$ cat src/sv/lfc_pkg.sv
// Shared constants, types and table functions for the two-channel lux calculator.
package lfc_pkg;

    localparam int RATIO_FRAC_BITS  = 9;
    localparam int LUX_FRAC_BITS    = 14;
    localparam int TABLE_RATIO_BITS = 9;
    localparam int TABLE_LUX_BITS   = 14;
    localparam int SEGMENTS         = 8;
    localparam int SEG_W            = $clog2(SEGMENTS);

    localparam int COUNT_W = 16;
    localparam int LUX_W   = 16;

    // dividend is infrared << (RATIO_FRAC_BITS + 1); one quotient bit per stage
    localparam int DIV_W  = COUNT_W + RATIO_FRAC_BITS + 1;
    localparam int CMP_W  = DIV_W + TABLE_RATIO_BITS;

    localparam int TBL_W    = 10;
    localparam int COEF_SHL = (LUX_FRAC_BITS >= TABLE_LUX_BITS) ?
                              (LUX_FRAC_BITS - TABLE_LUX_BITS) : 0;
    localparam int COEF_SHR = (LUX_FRAC_BITS >= TABLE_LUX_BITS) ?
                              0 : (TABLE_LUX_BITS - LUX_FRAC_BITS);
    localparam int COEF_W   = TBL_W + COEF_SHL;
    localparam int PROD_W   = COUNT_W + COEF_W;
    localparam int SUM_W    = PROD_W + 1;

    typedef logic [COUNT_W-1:0] t_count;
    typedef logic [LUX_W-1:0]   t_lux;
    typedef logic [DIV_W-1:0]   t_quot;
    typedef logic [TBL_W-1:0]   t_tbl;
    typedef logic [COEF_W-1:0]  t_coef;
    typedef logic [PROD_W-1:0]  t_prod;
    typedef logic [SEG_W-1:0]   t_seg;

    // breakpoints (9 fraction bits), intercepts and slopes (14 fraction bits)
    localparam t_tbl SEG_K [SEGMENTS] = '{
        10'h040, 10'h080, 10'h0c0, 10'h100, 10'h138, 10'h19a, 10'h29a, 10'h29a
    };
    localparam t_tbl SEG_B [SEGMENTS] = '{
        10'h1f2, 10'h214, 10'h23f, 10'h270, 10'h16f, 10'h0d2, 10'h018, 10'h000
    };
    localparam t_tbl SEG_M [SEGMENTS] = '{
        10'h1be, 10'h2d1, 10'h37b, 10'h3fe, 10'h1fc, 10'h0fb, 10'h012, 10'h000
    };

    function automatic t_coef scale_coeff(input t_tbl c);
        t_coef w;
        w = t_coef'(c);
        return (w << COEF_SHL) >> COEF_SHR;
    endfunction

    // first segment whose breakpoint is not below the ratio
    function automatic t_seg pick_segment(input t_quot ratio);
        logic [CMP_W-1:0] lhs;
        t_seg             seg;
        lhs = CMP_W'(ratio) << TABLE_RATIO_BITS;
        seg = SEG_W'(SEGMENTS - 1);
        for (int i = SEGMENTS - 2; i >= 0; i--) begin
            if (lhs <= (CMP_W'(SEG_K[i]) << RATIO_FRAC_BITS)) begin
                seg = SEG_W'(i);
            end
        end
        return seg;
    endfunction

endpackage

$ cat src/sv/lfc_div.sv
// Pipelined restoring divider: (infrared << (RATIO_FRAC_BITS+1)) / broadband.
module lfc_div (
    input  logic                 i_clk,
    input  logic                 i_rst_n,
    input  logic                 i_adv,
    input  logic                 i_valid,
    input  lfc_pkg::t_count      i_bb,
    input  lfc_pkg::t_count      i_ir,
    output logic                 o_valid,
    output lfc_pkg::t_quot       o_quot,
    output lfc_pkg::t_count      o_bb,
    output lfc_pkg::t_count      o_ir
);

    localparam int N = lfc_pkg::DIV_W;

    logic                 w_vld  [N+1];
    lfc_pkg::t_count      w_rem  [N+1];
    lfc_pkg::t_quot       w_work [N+1];
    lfc_pkg::t_count      w_bb   [N+1];
    lfc_pkg::t_count      w_ir   [N+1];

    assign w_vld[0]  = i_valid;
    assign w_rem[0]  = '0;
    assign w_work[0] = {i_ir, {(lfc_pkg::RATIO_FRAC_BITS + 1){1'b0}}};
    assign w_bb[0]   = i_bb;
    assign w_ir[0]   = i_ir;

    for (genvar k = 0; k < N; k++) begin : g_stage
        logic                      r_vld;
        lfc_pkg::t_count           r_rem;
        lfc_pkg::t_quot            r_work;
        lfc_pkg::t_count           r_bb;
        lfc_pkg::t_count           r_ir;
        logic [lfc_pkg::COUNT_W:0] trial;
        logic [lfc_pkg::COUNT_W:0] diff;
        logic                      ge;
        lfc_pkg::t_count           n_rem;
        lfc_pkg::t_quot            n_work;

        always_comb begin
            trial  = {w_rem[k], w_work[k][N-1]};
            diff   = trial - {1'b0, w_bb[k]};
            ge     = trial >= {1'b0, w_bb[k]};
            n_rem  = ge ? diff[lfc_pkg::COUNT_W-1:0] : trial[lfc_pkg::COUNT_W-1:0];
            n_work = {w_work[k][N-2:0], ge};
        end

        always_ff @(posedge i_clk) begin
            if (!i_rst_n) begin
                r_vld <= 1'b0;
            end else if (i_adv) begin
                r_vld <= w_vld[k];
            end
        end

        always_ff @(posedge i_clk) begin
            if (i_adv) begin
                r_rem  <= n_rem;
                r_work <= n_work;
                r_bb   <= w_bb[k];
                r_ir   <= w_ir[k];
            end
        end

        assign w_vld[k+1]  = r_vld;
        assign w_rem[k+1]  = r_rem;
        assign w_work[k+1] = r_work;
        assign w_bb[k+1]   = r_bb;
        assign w_ir[k+1]   = r_ir;
    end

    assign o_valid = w_vld[N];
    assign o_quot  = w_work[N];
    assign o_bb    = w_bb[N];
    assign o_ir    = w_ir[N];

    // remainder out of the last step must be below a nonzero divisor
    a_rem_below_divisor: assert property (@(posedge i_clk) disable iff (!i_rst_n)
        (w_vld[N] && (w_bb[N] != '0)) |-> (w_rem[N] < w_bb[N]))
        else $error("divider remainder not below divisor");

endmodule

$ cat src/sv/lfc_lux.sv
// Segment select, coefficient multiply, clamp, round and saturate stages.
module lfc_lux (
    input  logic                 i_clk,
    input  logic                 i_rst_n,
    input  logic                 i_adv,
    input  logic                 i_valid,
    input  lfc_pkg::t_quot       i_quot,
    input  lfc_pkg::t_count      i_bb,
    input  lfc_pkg::t_count      i_ir,
    output logic                 o_valid,
    output lfc_pkg::t_lux        o_lux
);

    // stage 1: round the ratio and pick the segment
    logic [lfc_pkg::DIV_W:0] ratio_inc;
    lfc_pkg::t_quot          ratio;
    lfc_pkg::t_seg           n_s1_seg;

    logic                r_s1_vld;
    lfc_pkg::t_seg       r_s1_seg;
    lfc_pkg::t_count     r_s1_bb;
    lfc_pkg::t_count     r_s1_ir;

    always_comb begin
        ratio_inc = {1'b0, i_quot} + 1'b1;
        // zero broadband gives ratio 0 (divider output is meaningless then)
        ratio     = (i_bb == '0) ? '0 : ratio_inc[lfc_pkg::DIV_W:1];
        n_s1_seg  = lfc_pkg::pick_segment(ratio);
    end

    // stage 2: both products
    lfc_pkg::t_coef  coef_b;
    lfc_pkg::t_coef  coef_m;
    lfc_pkg::t_prod  n_s2_pos;
    lfc_pkg::t_prod  n_s2_neg;

    logic            r_s2_vld;
    lfc_pkg::t_prod  r_s2_pos;
    lfc_pkg::t_prod  r_s2_neg;
    lfc_pkg::t_count r_s2_bb;

    always_comb begin
        coef_b   = lfc_pkg::scale_coeff(lfc_pkg::SEG_B[r_s1_seg]);
        coef_m   = lfc_pkg::scale_coeff(lfc_pkg::SEG_M[r_s1_seg]);
        n_s2_pos = lfc_pkg::t_prod'(r_s1_bb) * lfc_pkg::t_prod'(coef_b);
        n_s2_neg = lfc_pkg::t_prod'(r_s1_ir) * lfc_pkg::t_prod'(coef_m);
    end

    // stage 3: clamp, round, scale down, saturate
    lfc_pkg::t_prod             diff;
    logic [lfc_pkg::SUM_W-1:0]  sum;
    logic [lfc_pkg::SUM_W-1:0]  shifted;
    lfc_pkg::t_lux              n_lux;

    logic          r_s3_vld;
    lfc_pkg::t_lux r_s3_lux;

    always_comb begin
        diff    = (r_s2_pos > r_s2_neg) ? (r_s2_pos - r_s2_neg) : '0;
        sum     = lfc_pkg::SUM_W'(diff)
                + (lfc_pkg::SUM_W'(1) << (lfc_pkg::LUX_FRAC_BITS - 1));
        shifted = sum >> lfc_pkg::LUX_FRAC_BITS;
        if (shifted > lfc_pkg::SUM_W'({lfc_pkg::LUX_W{1'b1}})) begin
            n_lux = '1;
        end else begin
            n_lux = shifted[lfc_pkg::LUX_W-1:0];
        end
    end

    always_ff @(posedge i_clk) begin
        if (!i_rst_n) begin
            r_s1_vld <= 1'b0;
            r_s2_vld <= 1'b0;
            r_s3_vld <= 1'b0;
        end else if (i_adv) begin
            r_s1_vld <= i_valid;
            r_s2_vld <= r_s1_vld;
            r_s3_vld <= r_s2_vld;
        end
    end

    always_ff @(posedge i_clk) begin
        if (i_adv) begin
            r_s1_seg <= n_s1_seg;
            r_s1_bb  <= i_bb;
            r_s1_ir  <= i_ir;
            r_s2_pos <= n_s2_pos;
            r_s2_neg <= n_s2_neg;
            r_s2_bb  <= r_s1_bb;
            r_s3_lux <= n_lux;
        end
    end

    assign o_valid = r_s3_vld;
    assign o_lux   = r_s3_lux;

    // last segment carries zero coefficients
    a_last_seg_zero: assert property (@(posedge i_clk) disable iff (!i_rst_n)
        (i_adv && r_s1_vld && (r_s1_seg == lfc_pkg::SEG_W'(lfc_pkg::SEGMENTS - 1)))
        |=> (r_s2_pos == '0) && (r_s2_neg == '0))
        else $error("last segment produced nonzero products");

    // zero broadband count never yields positive lux
    a_zero_bb_zero_lux: assert property (@(posedge i_clk) disable iff (!i_rst_n)
        (i_adv && r_s2_vld && (r_s2_bb == '0)) |=> (r_s3_lux == '0))
        else $error("zero broadband gave nonzero lux");

endmodule

$ cat src/sv/lux_from_two_channels.sv
// Top level of the two-channel lux calculator.
// Usage:
//   Input channel (i_in_valid / o_in_ready) takes one word per cycle while
//   o_in_ready is high: a broadband count and an infrared count. Output
//   channel (o_out_valid / i_out_ready) delivers one lux word per input
//   word, in order. Words pass through the pipelined restoring divider,
//   which forms the quotient bit by bit, then segment select, multiply,
//   and a round/saturate stage that is also the output register.
//   Throughput is one word per cycle unless the receiver stalls; the divider
//   pipeline sets that figure, with every stage fully registered.
//   Reset (i_rst_n low, synchronous) clears all valid bits; data registers
//   are not cleared. When the receiver stalls with a word on the output, the
//   whole pipeline holds and o_in_ready drops; empty output lets it advance.
//   There is no configuration and no state kept between words.
module lux_from_two_channels (
    input  logic                 i_clk,
    input  logic                 i_rst_n,
    input  logic                 i_in_valid,
    output logic                 o_in_ready,
    input  lfc_pkg::t_count      i_broadband_count,
    input  lfc_pkg::t_count      i_infrared_count,
    output logic                 o_out_valid,
    input  logic                 i_out_ready,
    output lfc_pkg::t_lux        o_lux_value
);

    logic            adv;
    logic            div_vld;
    lfc_pkg::t_quot  div_quot;
    lfc_pkg::t_count div_bb;
    lfc_pkg::t_count div_ir;

    assign adv        = i_out_ready || !o_out_valid;
    assign o_in_ready = adv;

    lfc_div u_div (
        .i_clk   (i_clk),
        .i_rst_n (i_rst_n),
        .i_adv   (adv),
        .i_valid (i_in_valid),
        .i_bb    (i_broadband_count),
        .i_ir    (i_infrared_count),
        .o_valid (div_vld),
        .o_quot  (div_quot),
        .o_bb    (div_bb),
        .o_ir    (div_ir)
    );

    lfc_lux u_lux (
        .i_clk   (i_clk),
        .i_rst_n (i_rst_n),
        .i_adv   (adv),
        .i_valid (div_vld),
        .i_quot  (div_quot),
        .i_bb    (div_bb),
        .i_ir    (div_ir),
        .o_valid (o_out_valid),
        .o_lux   (o_lux_value)
    );

    a_reset_empties: assert property (@(posedge i_clk)
        !i_rst_n |=> !o_out_valid)
        else $error("output valid after reset");

endmodule

$ cat config.mk
export PLATFORM = sky130hd
export DESIGN_NAME = lux_from_two_channels
export DESIGN_NICKNAME = d
export VERILOG_FILES = /design/src/sv/lfc_pkg.sv /design/src/sv/lfc_div.sv /design/src/sv/lfc_lux.sv /design/src/sv/lux_from_two_channels.sv
export SDC_FILE = /design/constraint.sdc
export NUM_CORES = 2
export LEC_CHECK = 0
export BUFFER_PORTS_ARGS = -buffer_cell sky130_fd_sc_hd__buf_2
export CAP_MARGIN = 20
export CORE_MARGIN = 3
export CORE_UTILIZATION = 50
export CTS_CLUSTER_SIZE = 25
export DETAILED_ROUTE_END_ITERATION = 10
export PLACE_DENSITY = 0.65
export SLEW_MARGIN = 10
export SYNTH_ARGS = -nofsm -noshare
export SYNTH_HDL_FRONTEND = slang
export SYNTH_SLANG_ARGS = --single-unit
export TNS_END_PERCENT = 20
$ cat constraint.sdc
create_clock -name i_clk -period 62.3 [get_ports i_clk]
set_input_delay 0 -clock i_clk [delete_from_list [all_inputs] [get_ports i_clk]]
set_output_delay 0 -clock i_clk [all_outputs]
set_load 0.01 [all_outputs]
==> impl_metrics.json <==
{
  "core_area_um2": 172000,
  "antenna_found_initial": 0,
  "grt_use_total_pct": 17.8,
  "synth_area_leaders": "edfxtp_1 58%, ha_1 8.0%, fa_1 5.6%",
  "hold_class": "primary input to register",
  "synth-async-reset-ratio_pct": 0,
  "crit_arrival_ns": 8.26,
  "fin_setup_tns_ns": 0,
  "path_max_fanout": 17,
  "grt_pass1_vias": 50600,
  "final-hold-violation-count": 0,
  "via_per_inst": 5.37,
  "clock_sinks": 1712,
  "initial_utilization_pct": 50.4,
  "antenna_cells": 0,
  "rrSetupSlack_ns": 54.56,
  "synth_enable_flop_cells": 1683,
  "ant_nets": 0,
  "port_buffers": 50,
  "place.gp.congestion": 0.874,
  "path_buf_inv": 6,
  "firstDrtPassIters": 5,
  "pre_cts_slack_ns": 54.59,
  "cts_buffers": 178,
  "cp_slowest_stage_delay_ns": 0.58,
  "hold_ws_ns": 0.127,
  "cts-root-buf": "clkbuf_16",
  "die_h_um": 423,
  "synth.largest_area_cell": "edfxtp_1",
  "critical_path_class": "register to register",
  "grt_first_pass_wirelength_mm": 261,
  "yosysSeqAreaShare_pct": 58.9,
  "utilization_pct": 56.1,
  "cts_buffer_depth": 3,
  "placementRows": 152,
  "die_w_um": 423,
  "worst_pin_slew_ns": 1.04,
  "clock.fmax_mhz": 129,
  "setup_ws_ns": 54.56,
  "crit_family": "adder cells",
  "num_vias": 50600,
  "clk_latency_ns": 0.81,
  "drc": 0,
  "slowest_stage": "nand2b_1",
  "period_needed_ns": 7.74,
  "cts_tree": "done",
  "synthFlopType": "edfxtp_1",
  "status": "finished clean",
  "maxCapViolations": 0,
  "required_ns": 62.82,
  "p_leak_nw": 41.2,
  "grt_setup_unrepaired": "no",
  "die-area_um2": 179000,
  "placed_cells": 9023,
  "grt_max_degree": 178,
  "cts_resized": 0,
  "synth_warnings": 0,
  "finalSetupViolations": 0,
  "syn_inst": 6743,
  "synth_top_area_share_pct": 58.2,
  "fin_cells": 9424,
  "synth.ff_latch_count": 1712,
  "final_cell_mix": "1,683 x edfxtp_1, 824 x inv_1, 558 x ha_1",
  "area_growth_pct": 11.2,
  "finalNetCount": 7802,
  "clkTransAtPathRegs_ns": 0.06,
  "start_kind": "register",
  "ir_drop_uv": 38.1,
  "drt-total-wl_mm": 159,
  "drv_slew": 0,
  "pin_count": 54,
  "drt_first_iter_violations": 3189,
  "layout_commonest_cell": "edfxtp_1",
  "fin_skew_ns": 0.0510,
  "synth.distinct_cells": 84,
  "period_share_pct": 12.4,
  "wl_per_cell_um": 16.9,
  "synth.avg_cell_area_um2": 12.9,
  "cts-htree-levels": 4,
  "dp_hpwl_mm": 114,
  "relSlewSlack_pct": 30.4,
  "p_per_area_nw_per_um2": 47.2,
  "grt_overflow": 0,
  "synth_area_um2": 86800,
  "drive_gt1_share_pct": 7.83,
  "endpoint_kind": "register"
}
## report_power, final
group	leakage, nW	internal (W)	switching, W
clock network	2.88	0.000618	0.000444
registers	18.7	0.00152	0.0000873
logic	19.6	0.000797	0.00108
total	41.2	0.00294	0.00161
## registers in the layout, indices dropped and copies added (netlist names)
name	count
u_div.g_stage.r_bb	400
u_div.g_stage.r_ir	400
u_div.g_stage.r_rem	400
u_div.g_stage.r_work	325
u_div.o_quot	26
u_lux.r_s2_neg	26
u_lux.r_s2_pos	26
u_div.g_stage.r_vld	25
u_div.o_bb	16
u_div.o_ir	16
u_lux.r_s1_bb	16
u_lux.r_s1_ir	16
u_lux.o_lux	13
u_lux.r_s1_seg	3
u_div.o_valid	1
u_lux.o_valid	1
u_lux.r_s1_vld	1
u_lux.r_s2_vld	1
## per-stage QoR
step | instance area, um^2 | power (W)
detailed placement | 89800 | 0.00351
global route | 96500 | 0.00492
floorplan | 86800 | 0.00306
finish | 96500 | 0.00455
global placement | 89800 | 0.00346
CTS | 96500 | 0.00460
## area by class of cell
| cell class | count | area (um^2) |
|---|---|---|
| fillers | 13900 | 75600 |
| flip-flops and latches | 1712 | 51100 |
| repair buffers | 160 | 1310 |
| clock buffers | 213 | 4660 |
| clock inverters | 117 | 1300 |
| inverters | 825 | 3100 |
| multi-input cells | 4087 | 32100 |
| well taps | 2310 | 2890 |
## cells in the mapped netlist (8+ instances only)
master     number
xnor2_1       207
o21ai_0       284
nand2b_1       61
nand4_1       104
ha_1          558
inv_1         825
nor3_1        110
nand2_1       464
mux2_2        108
buf_1          15
o21a_1         62
a21oi_1       349
or3_1          54
or2_2          31
o21bai_1       40
nor2_1        323
mux2i_1        34
a311oi_1        9
xor2_1        126
fa_1          244
o21ai_1        15
a41oi_1        13
and2_1        195
clkbuf_1       86
a31oi_1        30
o211ai_1       21
a211o_1        26
a21o_1         80
a21boi_0       64
nand3b_1       19
o41ai_1        20
nor4_1         47
and3_1         36
o31a_1         16
nor2b_1        64
dfxtp_1        29
a31o_2         20
a211oi_1       36
edfxtp_1     1683
nand3_1        64
buf_2          14
o31ai_1        26
o2111ai_1       8
mux2_1          9
## timing repair
| item | in CTS | in global routing |
|---|---|---|
| hold endpoints to repair | 78 | 0 |
| buffers inserted | 0 | 0 |
| hold buffers | 70 | 0 |
| endpoints found under the setup margin | 0 | 0 |
## worst register-to-register path: cells and delay by family, from the launching register on
family | cells | cell delay [ns]
simple gates | 2 | 0.75
compound gates | 9 | 2.40
fa+ha+maj | 7 | 3.17
xor+xnor | 1 | 0.08
flops | 1 | 0.49
buf+inv | 6 | 0.58
## final timing paths
path / start / endpoint / cells after the start
worst max-delay path: u_lux.r_s1_seg[0] / u_lux.r_s2_neg[25] / 25
worst min-delay path: i_broadband_count[14] / u_div.g_stage[0].r_work[0] / 3
worst max register to register: u_lux.r_s1_seg[0] / u_lux.r_s2_neg[25] / 25
worst min register to register: u_div.g_stage[23].r_work[7] / u_div.g_stage[24].r_work[8] / 0
## per-layer routing
metal  vias up  routed length, um  global-route usage, %
met4         0               5110                   6.40
li1      24700                  -                      -
met3       304               5850                   2.67
met2       899              79600                   31.1
met1     24600              68500                   22.6
met5         -                  0                      0
## cells by family after synthesis
kind of cell	after synthesis	synth area share [%]
xor gates and xnor gates	334	3.38
and+or+nand+nor	1615	9.29
buffers and inverters	946	4.15
other	1	0.00432
AOI/OAI and AO/OA	1182	8.67
DFF	1712	58.9
muxes	151	1.91
adders and majority gates	802	13.7
Power figures use the tool's default switching activity.
